**config.mk**
```make
export PLATFORM = sky130hd
export DESIGN_NAME = bitmap_slot_allocator_unit
export DESIGN_NICKNAME = d
export VERILOG_FILES = /design/src/design/bsa_pkg.sv /design/src/design/bitmap_slot_allocator_unit.sv
export SDC_FILE = /design/constraint.sdc
export NUM_CORES = 1
export LEC_CHECK = 0
export BUFFER_PORTS_ARGS = -buffer_cell sky130_fd_sc_hd__buf_2
export CAP_MARGIN = 10
export CORE_MARGIN = 3
export CORE_UTILIZATION = 45
export DETAILED_ROUTE_END_ITERATION = 8
export MAX_ROUTING_LAYER = met4
export PLACE_DENSITY = 0.57
export SKIP_LAST_GASP = 1
export SLEW_MARGIN = 20
export SYNTH_ARGS = -nofsm -noshare
export SYNTH_HDL_FRONTEND = slang
export SYNTH_SLANG_ARGS = --single-unit
```
**constraint.sdc**
```tcl
create_clock -name clk -period 5.6 [get_ports clk]
set_clock_uncertainty 0.2 [all_clocks]
set_input_delay 1.12 -clock clk [delete_from_list [all_inputs] [get_ports clk]]
set_output_delay 1.12 -clock clk [all_outputs]
set_load 0.05 [all_outputs]
```
**src/design/bsa_pkg.sv**
```systemverilog
`timescale 1ns / 1ps
// Shared constants, request and status codes and the controller state type
// of the bitmap slot allocator. No dependencies.
package bsa_pkg;

    // Default geometry of the occupancy bitmap.
    localparam int SLOT_COUNT_DEF = 1024;
    localparam int WORD_BITS_DEF  = 32;

    // Fixed widths of the beat fields.
    localparam int KIND_W   = 2;
    localparam int SLOT_W   = 10;
    localparam int STATUS_W = 2;

    // Request kinds.
    localparam logic [KIND_W-1:0] KIND_ALLOC = 2'd0;
    localparam logic [KIND_W-1:0] KIND_FREE  = 2'd1;
    localparam logic [KIND_W-1:0] KIND_QUERY = 2'd2;

    // Result status codes.
    localparam logic [STATUS_W-1:0] ST_OK      = 2'd0;
    localparam logic [STATUS_W-1:0] ST_FULL    = 2'd1;
    localparam logic [STATUS_W-1:0] ST_INVALID = 2'd2;

    typedef enum logic [2:0] {
        S_CLEAR,
        S_IDLE,
        S_DECODE,
        S_SCAN,
        S_LOOK,
        S_INVAL
    } ctrl_state_t;

endpackage

```
**src/design/bitmap_slot_allocator_unit.sv**
```systemverilog
`timescale 1ns / 1ps
// Bitmap slot allocator: one request at a time against an occupancy bitmap
// held in a synchronous single-read memory. Depends on bsa_pkg.
//
// Flow: an accepted request beat is decoded; a free or query then reads the
// bitmap word of its slot, an allocate scans the words from the first until
// it finds a clear bit or reaches the last one, and a rejected request goes
// straight to its result. A new request beat is taken once the last result
// is loaded into the result register, which may still wait for out_ready.
// The bitmap memory is read one word per cycle while an allocate scans.
// Reset: after rst_n rises, a clearing pass writes each of the WORD_COUNT
// bitmap words (32 by default) once, with only slot 0 marked; no request
// beat is taken until it finishes.
module bitmap_slot_allocator_unit #(
    parameter int SLOT_COUNT = bsa_pkg::SLOT_COUNT_DEF,
    parameter int WORD_BITS  = bsa_pkg::WORD_BITS_DEF
) (
    input  logic                          clk,
    input  logic                          rst_n,
    input  logic                          in_valid,
    output logic                          in_ready,
    input  logic [bsa_pkg::KIND_W-1:0]    kind,
    input  logic [bsa_pkg::SLOT_W-1:0]    slot_in,
    output logic                          out_valid,
    input  logic                          out_ready,
    output logic [bsa_pkg::SLOT_W-1:0]    slot_out,
    output logic [bsa_pkg::STATUS_W-1:0]  status,
    output logic                          is_marked
);

    // Bitmap geometry. The last word may be only partly backed by slots;
    // its upper bits are masked out of every allocation search.
    localparam int WORD_COUNT = (SLOT_COUNT + WORD_BITS - 1) / WORD_BITS;
    localparam int WIDX_W     = (WORD_COUNT > 1) ? $clog2(WORD_COUNT) : 1;
    localparam int BIT_W      = $clog2(WORD_BITS);
    localparam int LAST_BITS  = SLOT_COUNT - (WORD_COUNT - 1) * WORD_BITS;
    localparam logic [WORD_BITS-1:0] LAST_MASK =
        {WORD_BITS{1'b1}} >> (WORD_BITS - LAST_BITS);
    localparam logic [WIDX_W-1:0] LAST_WORD = WIDX_W'(WORD_COUNT - 1);

    // Slot range check is done at a width that holds both the slot field
    // and the slot count itself.
    localparam int CNT_BITS = $clog2(SLOT_COUNT + 1);
    localparam int CMP_W    = (CNT_BITS > bsa_pkg::SLOT_W) ? CNT_BITS : bsa_pkg::SLOT_W;

    // The word index of a slot is slot / WORD_BITS, done as a multiply by a
    // rounded-up reciprocal. With a shift of twice the slot width the
    // rounding error stays below one for every 10-bit slot and every word
    // width in range, so the quotient is exact without a correction step.
    localparam int DIV_SH = 2 * bsa_pkg::SLOT_W;
    localparam int DIV_W  = bsa_pkg::SLOT_W + DIV_SH;
    localparam longint RECIP = ((64'd1 << DIV_SH) + WORD_BITS - 1) / WORD_BITS;

    // Bitmap memory and its registered read port.
    logic [WORD_BITS-1:0] mem [WORD_COUNT];
    logic [WORD_BITS-1:0] rd_data_reg;

    logic                 mem_re;
    logic [WIDX_W-1:0]    mem_raddr;
    logic                 mem_we;
    logic [WIDX_W-1:0]    mem_waddr;
    logic [WORD_BITS-1:0] mem_wdata;

    // Control state.
    bsa_pkg::ctrl_state_t state_reg, state_next;
    logic [WIDX_W-1:0]    clr_cnt_reg, clr_cnt_next;
    logic                 out_valid_reg, out_valid_next;

    // Request being worked on and the scan position.
    logic [bsa_pkg::KIND_W-1:0] kind_reg, kind_next;
    logic [bsa_pkg::SLOT_W-1:0] slot_reg, slot_next;
    logic [WIDX_W-1:0]          word_idx_reg, word_idx_next;

    // Result register.
    logic [bsa_pkg::SLOT_W-1:0]   slot_out_reg, slot_out_next;
    logic [bsa_pkg::STATUS_W-1:0] status_reg, status_next;
    logic                         marked_reg, marked_next;

    // Datapath helpers.
    logic [DIV_W-1:0]           div_prod;
    logic [WIDX_W-1:0]          word_of_slot;
    logic                       slot_ok;
    logic [bsa_pkg::SLOT_W-1:0] word_base;
    logic [BIT_W-1:0]           look_bit_idx;
    logic                       look_bit;
    logic [WORD_BITS-1:0]       free_bits;
    logic                       free_found;
    logic [BIT_W-1:0]           free_idx;
    logic                       out_free;

    assign out_free = !out_valid_reg || out_ready;

    // Free-or-query decode of the held slot number.
    assign slot_ok = (slot_reg != '0) &&
                     (CMP_W'(slot_reg) < CMP_W'(SLOT_COUNT));
    assign div_prod     = DIV_W'(slot_reg) * DIV_W'(RECIP);
    assign word_of_slot = WIDX_W'(div_prod >> DIV_SH);

    // Position of the slot inside the word that was read for it. The base
    // fits the slot width because it never exceeds the slot itself.
    assign word_base    = bsa_pkg::SLOT_W'(bsa_pkg::SLOT_W'(word_idx_reg) *
                                           bsa_pkg::SLOT_W'(WORD_BITS));
    assign look_bit_idx = BIT_W'(slot_reg - word_base);
    assign look_bit     = rd_data_reg[look_bit_idx];

    // Lowest clear bit of the word under scan.
    assign free_bits = ~rd_data_reg &
                       ((word_idx_reg == LAST_WORD) ? LAST_MASK : {WORD_BITS{1'b1}});

    always_comb
    begin
        free_found = 1'b0;
        free_idx   = '0;
        for (int b = WORD_BITS - 1; b >= 0; b--)
        begin
            if (free_bits[b])
            begin
                free_found = 1'b1;
                free_idx   = BIT_W'(b);
            end
        end
    end

    // Next state, memory control and result loading.
    always_comb
    begin
        state_next     = state_reg;
        clr_cnt_next   = clr_cnt_reg;
        kind_next      = kind_reg;
        slot_next      = slot_reg;
        word_idx_next  = word_idx_reg;
        out_valid_next = out_valid_reg && !out_ready;
        slot_out_next  = slot_out_reg;
        status_next    = status_reg;
        marked_next    = marked_reg;
        in_ready       = 1'b0;
        mem_re         = 1'b0;
        mem_raddr      = word_idx_reg;
        mem_we         = 1'b0;
        mem_waddr      = word_idx_reg;
        mem_wdata      = rd_data_reg;

        unique case (state_reg)
            bsa_pkg::S_CLEAR:
            begin
                mem_we    = 1'b1;
                mem_waddr = clr_cnt_reg;
                mem_wdata = (clr_cnt_reg == '0) ? WORD_BITS'(1) : '0;
                if (clr_cnt_reg == LAST_WORD)
                begin
                    state_next = bsa_pkg::S_IDLE;
                end
                else
                begin
                    clr_cnt_next = clr_cnt_reg + WIDX_W'(1);
                end
            end

            bsa_pkg::S_IDLE:
            begin
                in_ready = 1'b1;
                if (in_valid)
                begin
                    kind_next  = kind;
                    slot_next  = slot_in;
                    state_next = bsa_pkg::S_DECODE;
                end
            end

            bsa_pkg::S_DECODE:
            begin
                if (kind_reg == bsa_pkg::KIND_ALLOC)
                begin
                    mem_re        = 1'b1;
                    mem_raddr     = '0;
                    word_idx_next = '0;
                    state_next    = bsa_pkg::S_SCAN;
                end
                else if ((kind_reg == bsa_pkg::KIND_FREE ||
                          kind_reg == bsa_pkg::KIND_QUERY) && slot_ok)
                begin
                    mem_re        = 1'b1;
                    mem_raddr     = word_of_slot;
                    word_idx_next = word_of_slot;
                    state_next    = bsa_pkg::S_LOOK;
                end
                else
                begin
                    state_next = bsa_pkg::S_INVAL;
                end
            end

            bsa_pkg::S_SCAN:
            begin
                if (free_found || word_idx_reg == LAST_WORD)
                begin
                    if (out_free)
                    begin
                        out_valid_next = 1'b1;
                        marked_next    = 1'b0;
                        if (free_found)
                        begin
                            mem_we        = 1'b1;
                            mem_wdata     = rd_data_reg | (WORD_BITS'(1) << free_idx);
                            slot_out_next = word_base + bsa_pkg::SLOT_W'(free_idx);
                            status_next   = bsa_pkg::ST_OK;
                        end
                        else
                        begin
                            slot_out_next = '0;
                            status_next   = bsa_pkg::ST_FULL;
                        end
                        state_next = bsa_pkg::S_IDLE;
                    end
                    else
                    begin
                        // Result register still full: keep the word on the read port.
                        mem_re = 1'b1;
                    end
                end
                else
                begin
                    mem_re        = 1'b1;
                    mem_raddr     = word_idx_reg + WIDX_W'(1);
                    word_idx_next = word_idx_reg + WIDX_W'(1);
                end
            end

            bsa_pkg::S_LOOK:
            begin
                if (out_free)
                begin
                    out_valid_next = 1'b1;
                    slot_out_next  = '0;
                    status_next    = bsa_pkg::ST_OK;
                    marked_next    = 1'b0;
                    if (kind_reg == bsa_pkg::KIND_QUERY)
                    begin
                        marked_next = look_bit;
                    end
                    else if (look_bit)
                    begin
                        mem_we    = 1'b1;
                        mem_wdata = rd_data_reg & ~(WORD_BITS'(1) << look_bit_idx);
                    end
                    else
                    begin
                        status_next = bsa_pkg::ST_INVALID;
                    end
                    state_next = bsa_pkg::S_IDLE;
                end
                else
                begin
                    mem_re = 1'b1;
                end
            end

            bsa_pkg::S_INVAL:
            begin
                if (out_free)
                begin
                    out_valid_next = 1'b1;
                    slot_out_next  = '0;
                    status_next    = bsa_pkg::ST_INVALID;
                    marked_next    = 1'b0;
                    state_next     = bsa_pkg::S_IDLE;
                end
            end
        endcase
    end

    // Control registers.
    always_ff @(posedge clk or negedge rst_n)
    begin
        if (!rst_n)
        begin
            state_reg     <= bsa_pkg::S_CLEAR;
            clr_cnt_reg   <= '0;
            out_valid_reg <= 1'b0;
        end
        else
        begin
            state_reg     <= state_next;
            clr_cnt_reg   <= clr_cnt_next;
            out_valid_reg <= out_valid_next;
        end
    end

    // Payload registers.
    always_ff @(posedge clk)
    begin
        kind_reg     <= kind_next;
        slot_reg     <= slot_next;
        word_idx_reg <= word_idx_next;
        slot_out_reg <= slot_out_next;
        status_reg   <= status_next;
        marked_reg   <= marked_next;
    end

    // Bitmap memory: one write and one registered read per cycle.
    always_ff @(posedge clk)
    begin
        if (mem_we)
        begin
            mem[mem_waddr] <= mem_wdata;
        end
        if (mem_re)
        begin
            rd_data_reg <= mem[mem_raddr];
        end
    end

    assign out_valid = out_valid_reg;
    assign slot_out  = slot_out_reg;
    assign status    = status_reg;
    assign is_marked = marked_reg;

endmodule

```
# Word level (Yosys, flattened, before mapping)
# Memories as Yosys holds them, arrays and structs flattened. A register that Yosys moved wholly into a read port is not among the register bits.
# Cells that the tools add are included.
[word_totals]
in_bits = 16
word_cells = 180
mem_count = 1
ff_bits = 39
ram_bits = 1024
[classes]
addsub = 4
eq_ne = 16
n_bitwise = 5
order_cmp = 1
shift = 2
reduce_logical = 20
mux = 122
[mem_list]
columns = ["memory", "depth", "width", "rd", "rd_ports_with_merged_regs", "wr", "line", "source"]
rows = [
  ["mem", 32, 32, 1, 1, 1, "bitmap_slot_allocator_unit.sv:55", "logic [WORD_BITS-1:0] mem [WORD_COUNT];"],
]
[ops]
columns = ["op", "n"]
rows = [
  ["$mux W32", 6],
  ["$mux W5", 36],
  ["$pmux W32 S3", 1],
  ["$not A32 Y32", 2],
  ["$shl A1 B5 Y32 const A", 2],
  ["$mux W1", 55],
  ["$mux W10", 4],
  ["$and A32 B32 Y32", 1],
  ["$or A32 B32 Y32", 1],
  ["$pmux W10 S2", 1],
  ["$mux W3", 5],
  ["$pmux W3 S5", 1],
  ["$mux W2", 6],
  ["$ne A2 B2 Y1 const B", 6],
  ["$add A10 B5 Y10", 1],
  ["$add A5 B1 Y5 const B", 2],
  ["$eq A5 B5 Y1 const B", 2],
  ["$pmux W5 S2", 1],
  ["$reduce_bool A10 Y1", 1],
  ["$pmux W1 S3", 3],
  ["$eq A3 B2 Y1 const B", 2],
  ["$eq A3 B3 Y1 const B", 2],
  ["$lt A5 B6 Y1 const B", 1],
  ["$pmux W2 S3", 1],
  ["other kinds (21)", 27],
]

# Depth between registers and ports, before layout
# Gate-level depths: netlist of run 1.
[logic_depth]
depth_word = 39
depth_mapped = 17
depth_no_buf = 13

# Least setup slack after synthesis of run 1
# Ideal clock, no wire load.
[synth_path]
kind = "register -> register"
from = "register slot_reg[1] in the netlist's numbering"
to = "memory mem[0][0] in the netlist's numbering, enable pin"
required_ns = 4.979
period_less_slack_ns = 4.204
setup_slack_ns = 1.396
stages_incl_launch_ff = 11
path_buffers = 2
arrival_time_ns = 3.583
cell_sequence = "edfxtp_1 -> buf_2 -> buf_2 -> mux4_2 -> mux4_2 -> mux2i_1 -> or3_1 -> or3_1 -> nand2_1 -> o21ai_1 -> nor2_1"
[synth_between]
elab_chain_cells = 9
[synth_lines]
columns = ["item", "line", "source"]
rows = [
  ["start, declared", "bitmap_slot_allocator_unit.sv:71", "logic [bsa_pkg::SLOT_W-1:0] slot_reg, slot_next;"],
  ["start signal, assigned", "bitmap_slot_allocator_unit.sv:293", "slot_reg <= slot_next;"],
  ["$sub A5 B1 Y5", "bitmap_slot_allocator_unit.sv:103", "assign look_bit_idx = BIT_W'(slot_reg - word_base);"],
  ["$bmux W1 S5", "bitmap_slot_allocator_unit.sv:104", "assign look_bit = rd_data_reg[look_bit_idx];"],
  ["$mux W1 (implied by the code)", "bitmap_slot_allocator_unit.sv:104", ""],
  ["$mux W1", "bitmap_slot_allocator_unit.sv:241", "else if (look_bit)"],
  ["$mux W1", "bitmap_slot_allocator_unit.sv:237", "if (kind_reg == bsa_pkg::KIND_QUERY)"],
  ["$mux W1", "bitmap_slot_allocator_unit.sv:231", "if (out_free)"],
  ["$pmux W1 S3", "bitmap_slot_allocator_unit.sv:143", "unique case (state_reg)"],
  ["$mux W1", "bitmap_slot_allocator_unit.sv:303", "if (mem_we)"],
  ["$mux W1 (implied by the code)", "bitmap_slot_allocator_unit.sv:305", "mem[mem_waddr] <= mem_wdata;"],
  ["end, declared", "bitmap_slot_allocator_unit.sv:55", ""],
]
# Every way passes these cells. The select of a mux whose other input is x is not followed.

# Worst setup path after layout of run 1
[layout_path]
from = "register slot_reg[1] in the netlist's numbering"
to = "memory mem[27][10] in the netlist's numbering, enable pin"
# The elaborated chain is that of the path after synthesis.

==> metrics.md, run 1 <==
| Metric | Value |
|---|---|
| Skew-Pair Late Insertion Delay | `710 ps` |
| Startpoint of the worst register-to-register path | `slot_reg[1]` |
| Initial cell density of the core | `0.455` |
| Vias in the first global route | `27989` |
| Outcome | `complete, no violations` |
| Largest net degree at the start of global routing | `108` |
| Share of synthesized area occupied by flip-flops and latches | `0.729` |
| Cell type with the largest total area after synthesis | `edfxtp_1` |
| Core footprint | `98700 sq um` |
| Via density per instance | `5.95` |
| Yosys warning count | `0` |
| Fmax | `201 MHz` |
| Number of clock sinks | `around 1100` |
| GRT overflow | `0` |
| Data required, critical path | `between 5000 and 6000 ps` |
| Antenna violations before repair | `2` |
| Length of routed met2 wiring | `58300 um` |
| Netlist cell types | `70` |
| Clock period minus final worst setup slack | `4980 ps` |
| Drt first pass iters | `6` |
| Starting DRC count in detailed routing | `3259` |
| Clock Root Buffer | `clkbuf_16` |
| DPL Wire Length | `78100 um` |
| Met3 Routed Length | `10200 um` |
| Share of total power consumed by net switching | `0.401` |
| Antenna diode instance count | `0` |
| Yosys reg bits | `1095` |
| Startpoint type of the worst setup path | `register` |
| Fraction of the cycle the final worst path needs | `0.889` |
| Routed Wire Length | `around 130000 um` |
| Class of the most critical setup path | `register to register` |
| Post CTS Setup Buffer Count | `0` |
| Max Fanout on Critical Path | `20` |
| Leak pwr | `17.3 nW` |
| Uppermost metal layer occupied by signal nets | `met4` |
| Share of layout cells above drive strength 1 | `0.117` |
| Register area | `~33000 sq um` |
| Avg Synthesized Cell Area | `12.9 sq um` |
| Finished Core Util | `0.514` |
| List of most frequent post-synthesis cells | `edfxtp_1, nand2_1, nand3_1, a21oi_1, clkbuf_1` |
| Sequential group share of total power | `0.374` |
| Overall Global Routing Usage | `0.255` |
| Number of nets with antenna violations after detailed routing | `0` |
| Post-Syn Area | `44900 sq um` |
| Setup TNS Final | `0 ps` |
| Post-Synthesis Net Count | `approximately 3500` |
| Full die area | `104000 sq um` |
| Transition at the pin with the smallest max-transition slack | `1060 ps` |
| Area taken by multi-input logic gates | `11300 sq um` |
| Worst reg2reg endpoint | `mem[27][10]` |
| Floorplan row count | `around 120` |
| Input/output buffers | `30` |
| Worst hold slack | `76.8 ps` |
| Number of fillers in the final layout | `8209` |
| Max FFs per register | `1024` |
| Worst hold path type | `input pin to async pin` |
| Largest vdd supply drop | `0.000338 V` |
| Total number of vias | `29189` |
| Final number of max-transition violations | `0` |
| Most numerous cell in the Yosys netlist | `edfxtp_1` |
| DIE WIDTH | `~320 um` |
| CTS Buffer Depth | `3` |
| Net count of the finished layout | `about 3500` |
| Most area-consuming cells after synthesis | `edfxtp_1, nand2_1, nand3_1` |
| I/O pin count | `31` |
| Gate count of the mapped netlist | `3476` |
| Clock tree from TritonCTS | `yes` |
| Proportion of synthesized flip-flops having asynchronous set or reset | `0.00822` |
| Power share of the clock group | `0.229` |
| Drc violations | `0` |
| First-pass GRT wire length | `189000 um` |
| Routed metal-1 wirelength | `57100 um` |
| Arrival @ worst endpoint | `5150 ps` |
| CTS Hold Buffers Added | `0` |
| H-tree Lvls | `3` |
| Final RePlAce weighted congestion | `around 0.96` |
| Switching power total | `roughly 13 mW` |
| Number of cells on the worst reg-to-reg path | `9` |
| Internal power of the cells | `18.8 mW` |
| Unrepaired setup endpoints after global routing | `no` |
| Worst max-slew margin expressed relative to the limit | `0.285` |
| Power per unit of standard cell area | `620 nW/um^2` |
| Layout-stage area growth over the synthesis result | `12.9%` |
| Final hold viol count | `0` |
| Main flop type after synthesis | `edfxtp_1` |
| Number of max-cap violations | `0` |
| Portion of synthesized cell area occupied by the leading cell type | `0.722` |
| Post-layout power | `31.4 mW` |
| Die height | `approximately 320 um` |
| Number of enable-type register cells in the synthesized netlist | `1081` |
| Gate power share | `0.397` |
| Kind of capture point of the worst setup path | `register` |
| Clock buffer count from CTS | `110` |
| # setup viols final | `0` |
| Reg-to-reg setup timing slack | `about 620 ps` |
| Total instance count after detailed placement | `4697` |
| Avg WL per Cell | `around 26 um` |
| Non-filler instance count after layout | `4902` |
| Clock-pin slew of the registers on the worst-case setup and hold paths | `60 ps` |
| Post-cts gate resize count | `0` |
[final cells by class]
class / count / area share
multi-input cells: 2132 / 0.222
flip-flops and latches: 1095 / 0.646
clock inverters: 74 / 0.0129
clock buffers: 131 / 0.0562
inverters: 24 / 0.00214
repair buffers: 159 / 0.0287
well taps: 1287 / 0.0317
[cells by family after synthesis]
logic type                 count (synthesis)  synth area share
and+or+nand+nor                         1607             0.151
DFF                                     1095             0.729
AOI/OAI and AO/OA                        492            0.0805
buffers and inverters                    249            0.0286
muxes                                     23           0.00793
adders and majority gates                  7           0.00195
xor gates and xnor gates                   3          0.000585
[worst max-delay path by stage]
stage	start	slack, ps	to	cells after the start
finish	slot_reg[1]	620	mem[27][10]	9
global route	slot_reg[0]	490	mem[27][6]	9
floorplan	slot_reg[1]	1400	mem[0][0]	10
detailed placement	slot_reg[1]	740	mem[27][20]	9
CTS	slot_reg[1]	690	mem[27][10]	9
global placement	slot_reg[1]	740	mem[27][20]	9
[routing by layer]
metal / vias to the layer above / GRT usage
met1: 14765 / 0.368
li1: 12980 / -
met5: - / -
met2: 1244 / 0.379
met3: 200 / 0.0421
met4: 0 / 0.0690
[worst max-delay path, stage by stage (launching register included)]
cell and delay (ps):
edfxtp_1 1020, mux4_2 390, mux4_2 280, mux2i_1 130, or3_1 380, or3_1 420
nand2_1 200, nand2_1 590, nor2_4 700, buf_12 280
[power groups by stage]
stage	combinational, mW	clock, mW	sequential (mW)
floorplan	7.25	0	11.9
finish	12.5	7.20	11.8
global route	13.5	7.66	11.8
global placement	12.2	0	11.9
detailed placement	12.4	0	11.9
CTS	12.4	7.33	11.7
[metrics by stage]
step / worst slack (ps) / instance area [sq um]
4_1_cts: 693 / 50700
3_3_place_gp: 738 / 47200
2_1_floorplan: 1400 / 44900
5_1_grt: 486 / 50700
3_5_place_dp: 744 / 47200
6_report: 620 / 50700
[layout by cell type, fill, tap and decap left out, types with 31 or more instances in the layout]
master	n
nand3_1	328
clkbuf_16	111
nor2_4	32
a311oi_1	35
o21ai_0	76
edfxtp_1	1081
nor2_1	39
and3_1	45
buf_4	102
a32oi_1	63
a22oi_1	31
nand2_1	1079
a21oi_1	107
clkinv_1	31
Power figures use the tool's default switching activity.
==> run 2: changes to the inputs <==
--- a/config.mk
+++ b/config.mk
@@ -9,6 +9,7 @@
 export CAP_MARGIN = 10
 export CORE_MARGIN = 3
 export CORE_UTILIZATION = 45
+export CTS_BUF_LIST = sky130_fd_sc_hd__clkbuf_4
 export DETAILED_ROUTE_END_ITERATION = 8
 export MAX_ROUTING_LAYER = met4
 export PLACE_DENSITY = 0.57
==> run 2 against run 1 <==
Net effect:
- global-route usage up 0.47 points
- cell count up 6.0%
- cell area up 0.38%
- register-to-register slack better by 20 ps
- first-iteration DRC count up 1.9%
- count of clock-buffer cells in the layout up 280
- sequential power about the same
- total power down 1.1%
- clock power down 5.0%
- die area unchanged
- critical path depth unchanged
==> metrics.md, run 2 (synthesis gave the netlist of run 1 again) <==
| Metric | Value |
|---|---|
| Sequence of cells on the critical path | `mux4_2 -> mux4_2 -> mux2i_1 -> or3_1 -> or3_1 -> nand2_1 -> nand2_1 -> nor2_4 -> buf_12 (unchanged)` |
| Post-layout power | `31.1 mW (was 31.4 mW)` |
| Overall Global Routing Usage | `0.260 (was 0.255)` |
| Clock period minus final worst setup slack | `4960 ps (was 4980 ps)` |
| Startpoint type of the worst setup path | `register (unchanged)` |
| Input/output buffers | `30 (unchanged)` |
| Class of the most critical setup path | `register to register (unchanged)` |
| Finished Core Util | `0.516 (was 0.514)` |
| Reg-to-reg setup timing slack | `640 ps (was 620 ps)` |
| Leak pwr | `17.8 nW (was 17.3 nW)` |
| Share of layout cells above drive strength 1 | `0.181 (was 0.117)` |
| Drt first pass iters | `6 (unchanged)` |
| Summed area of non-filler cells in the final layout | `50900 sq um (was 50700 sq um)` |
| Outcome | `complete, no violations (unchanged)` |
| CTS Buffer Depth | `4 (was 3)` |
| Floorplan row count | `115 (unchanged)` |
| Core footprint | `98700 sq um (unchanged)` |
| Slowest cell on crit path | `edfxtp_1 (unchanged)` |
| Worst hold slack | `209 ps (was 76.8 ps)` |
| GRT overflow | `0 (unchanged)` |
| Total number of vias | `30369 (was 29189)` |
| DIE WIDTH | `322 um (unchanged)` |
| Delay contributed by the slowest stage of the critical path | `1020 ps (about the same)` |
| Die height | `322 um (unchanged)` |
| Clock buffer count from CTS | `306 (was 110)` |
| Skew-Pair Late Insertion Delay | `1140 ps (was 710 ps)` |
| Vias in the first global route | `29758 (was 27989)` |
| Drc violations | `0 (unchanged)` |
| Post CTS Setup Buffer Count | `0 (unchanged)` |
| Kind of capture point of the worst setup path | `register (unchanged)` |
| Worst hold path type | `input pin to register (was input pin to async pin)` |
| Initial cell density of the core | `0.455 (unchanged)` |
| I/O pin count | `31 (unchanged)` |
| Largest vdd supply drop | `0.000334 V (was 0.000338 V)` |
| Starting DRC count in detailed routing | `3322 (was 3259)` |
| Setup TNS Final | `0 ps (unchanged)` |
| Final RePlAce weighted congestion | `0.964 (unchanged)` |
| Fmax | `202 MHz (was 201 MHz)` |
| Total instance count after detailed placement | `4697 (unchanged)` |
| Layout-stage area growth over the synthesis result | `13.3% (was 12.9%)` |
| Largest delay share family, worst path | `simple AND/OR/NAND/NOR gates (unchanged)` |
| Number of max-cap violations | `0 (unchanged)` |
| Full die area | `104000 sq um (unchanged)` |
| Clock-pin slew of the registers on the worst-case setup and hold paths | `60 ps (about the same)` |
| Net count of the finished layout | `3754 (was 3545)` |
| Clock Root Buffer | `clkbuf_4 (was clkbuf_16)` |
| H-tree Lvls | `5 (was 3)` |
| DPL Wire Length | `78100 um (unchanged)` |
| Non-filler instance count after layout | `5198 (was 4902)` |
| Final worst setup slack | `639 ps (was 620 ps)` |
| DP Worst Slack | `744 ps (unchanged)` |
| Final hold viol count | `0 (unchanged)` |
| Largest net degree at the start of global routing | `108 (unchanged)` |
| Power per unit of standard cell area | `610 nW/um^2 (was 620 nW/um^2)` |
| Combined buffer and inverter count along the critical path | `1 (unchanged)` |
| First-pass GRT wire length | `192000 um (was 189000 um)` |
| # setup viols final | `0 (unchanged)` |
| Unrepaired setup endpoints after global routing | `no (unchanged)` |
| Commonest non-fill, non-tap cell in the layout | `edfxtp_1 (unchanged)` |
| Placed inst area | `47200 sq um (unchanged)` |
| Number of clock sinks | `1095 (unchanged)` |
| Clock tree from TritonCTS | `yes (unchanged)` |
| Antenna violations before repair | `3 (was 2)` |
| Routed Wire Length | `130000 um (was 129000 um)` |
| Number of nets with antenna violations after detailed routing | `0 (unchanged)` |
| CTS Hold Buffers Added | `13 (was 0)` |
| Data required, critical path | `6180 ps (was 5770 ps)` |
| Worst max-slew margin expressed relative to the limit | `0.269 (was 0.285)` |
| Final number of max-transition violations | `0 (unchanged)` |
| Transition at the pin with the smallest max-transition slack | `1090 ps (was 1060 ps)` |
| Max FFs per register | `1024 (unchanged)` |
| Avg WL per Cell | `25.1 um (was 26.2 um)` |
| Commonest cells after routing, fill and taps aside | `edfxtp_1, nand2_1, clkbuf_4 (was edfxtp_1, nand2_1, nand3_1)` |
| Fraction of the cycle the final worst path needs | `0.886 (was 0.889)` |
| Arrival @ worst endpoint | `5540 ps (was 5150 ps)` |
| Max Fanout on Critical Path | `20 (unchanged)` |
| Via density per instance | `5.84 (was 5.95)` |
| Post-cts gate resize count | `0 (unchanged)` |
## run 2: cell type report
class	count	area [sq um]
antenna	3	7.51
clock inverter	74	480
fill	8390	47800
multi-input combinational	2132	11300
sequential	1095	32800
inverter	24	109
tap	1287	1610
clock buffer	411	3090
timing repair buffer	172	1590
## run 2: path summary, 6_finish.rpt
check	from	endpoint	cells after the start
hold / removal	in_valid	state_reg[0]	4
setup / recovery	slot_reg[1]	mem[27][2]	9
min in group asynchronous	rst_n	state_reg[2]	2
setup reg to reg	slot_reg[1]	mem[27][2]	9
max in group asynchronous	rst_n	clr_cnt_reg[0]	2
hold reg to reg	clr_cnt_reg[3]	clr_cnt_reg[3]	1
## run 2: power breakdown
| part | total (mW) | internal (mW) | leakage [nW] | switching (mW) |
|---|---|---|---|---|
| combinational | 12.5 | 3.42 | 5.65 | 9.08 |
| sequential | 11.7 | 11.3 | 9.99 | 0.435 |
| clock | 6.84 | 3.69 | 2.14 | 3.15 |
## run 2: worst register-to-register path: stages (launching register included)
cell      delay (ps)
edfxtp_1        1020
mux4_2           400
mux4_2           270
mux2i_1          130
or3_1            390
or3_1            420
nand2_1          200
nand2_1          600
nor2_4           710
buf_12           290
## run 2: routing by layer
metal	wire length (um)	GRT usage
met3	11400	0.0572
met2	59200	0.382
met1	56900	0.364
met4	2880	0.0824
met5	0	-
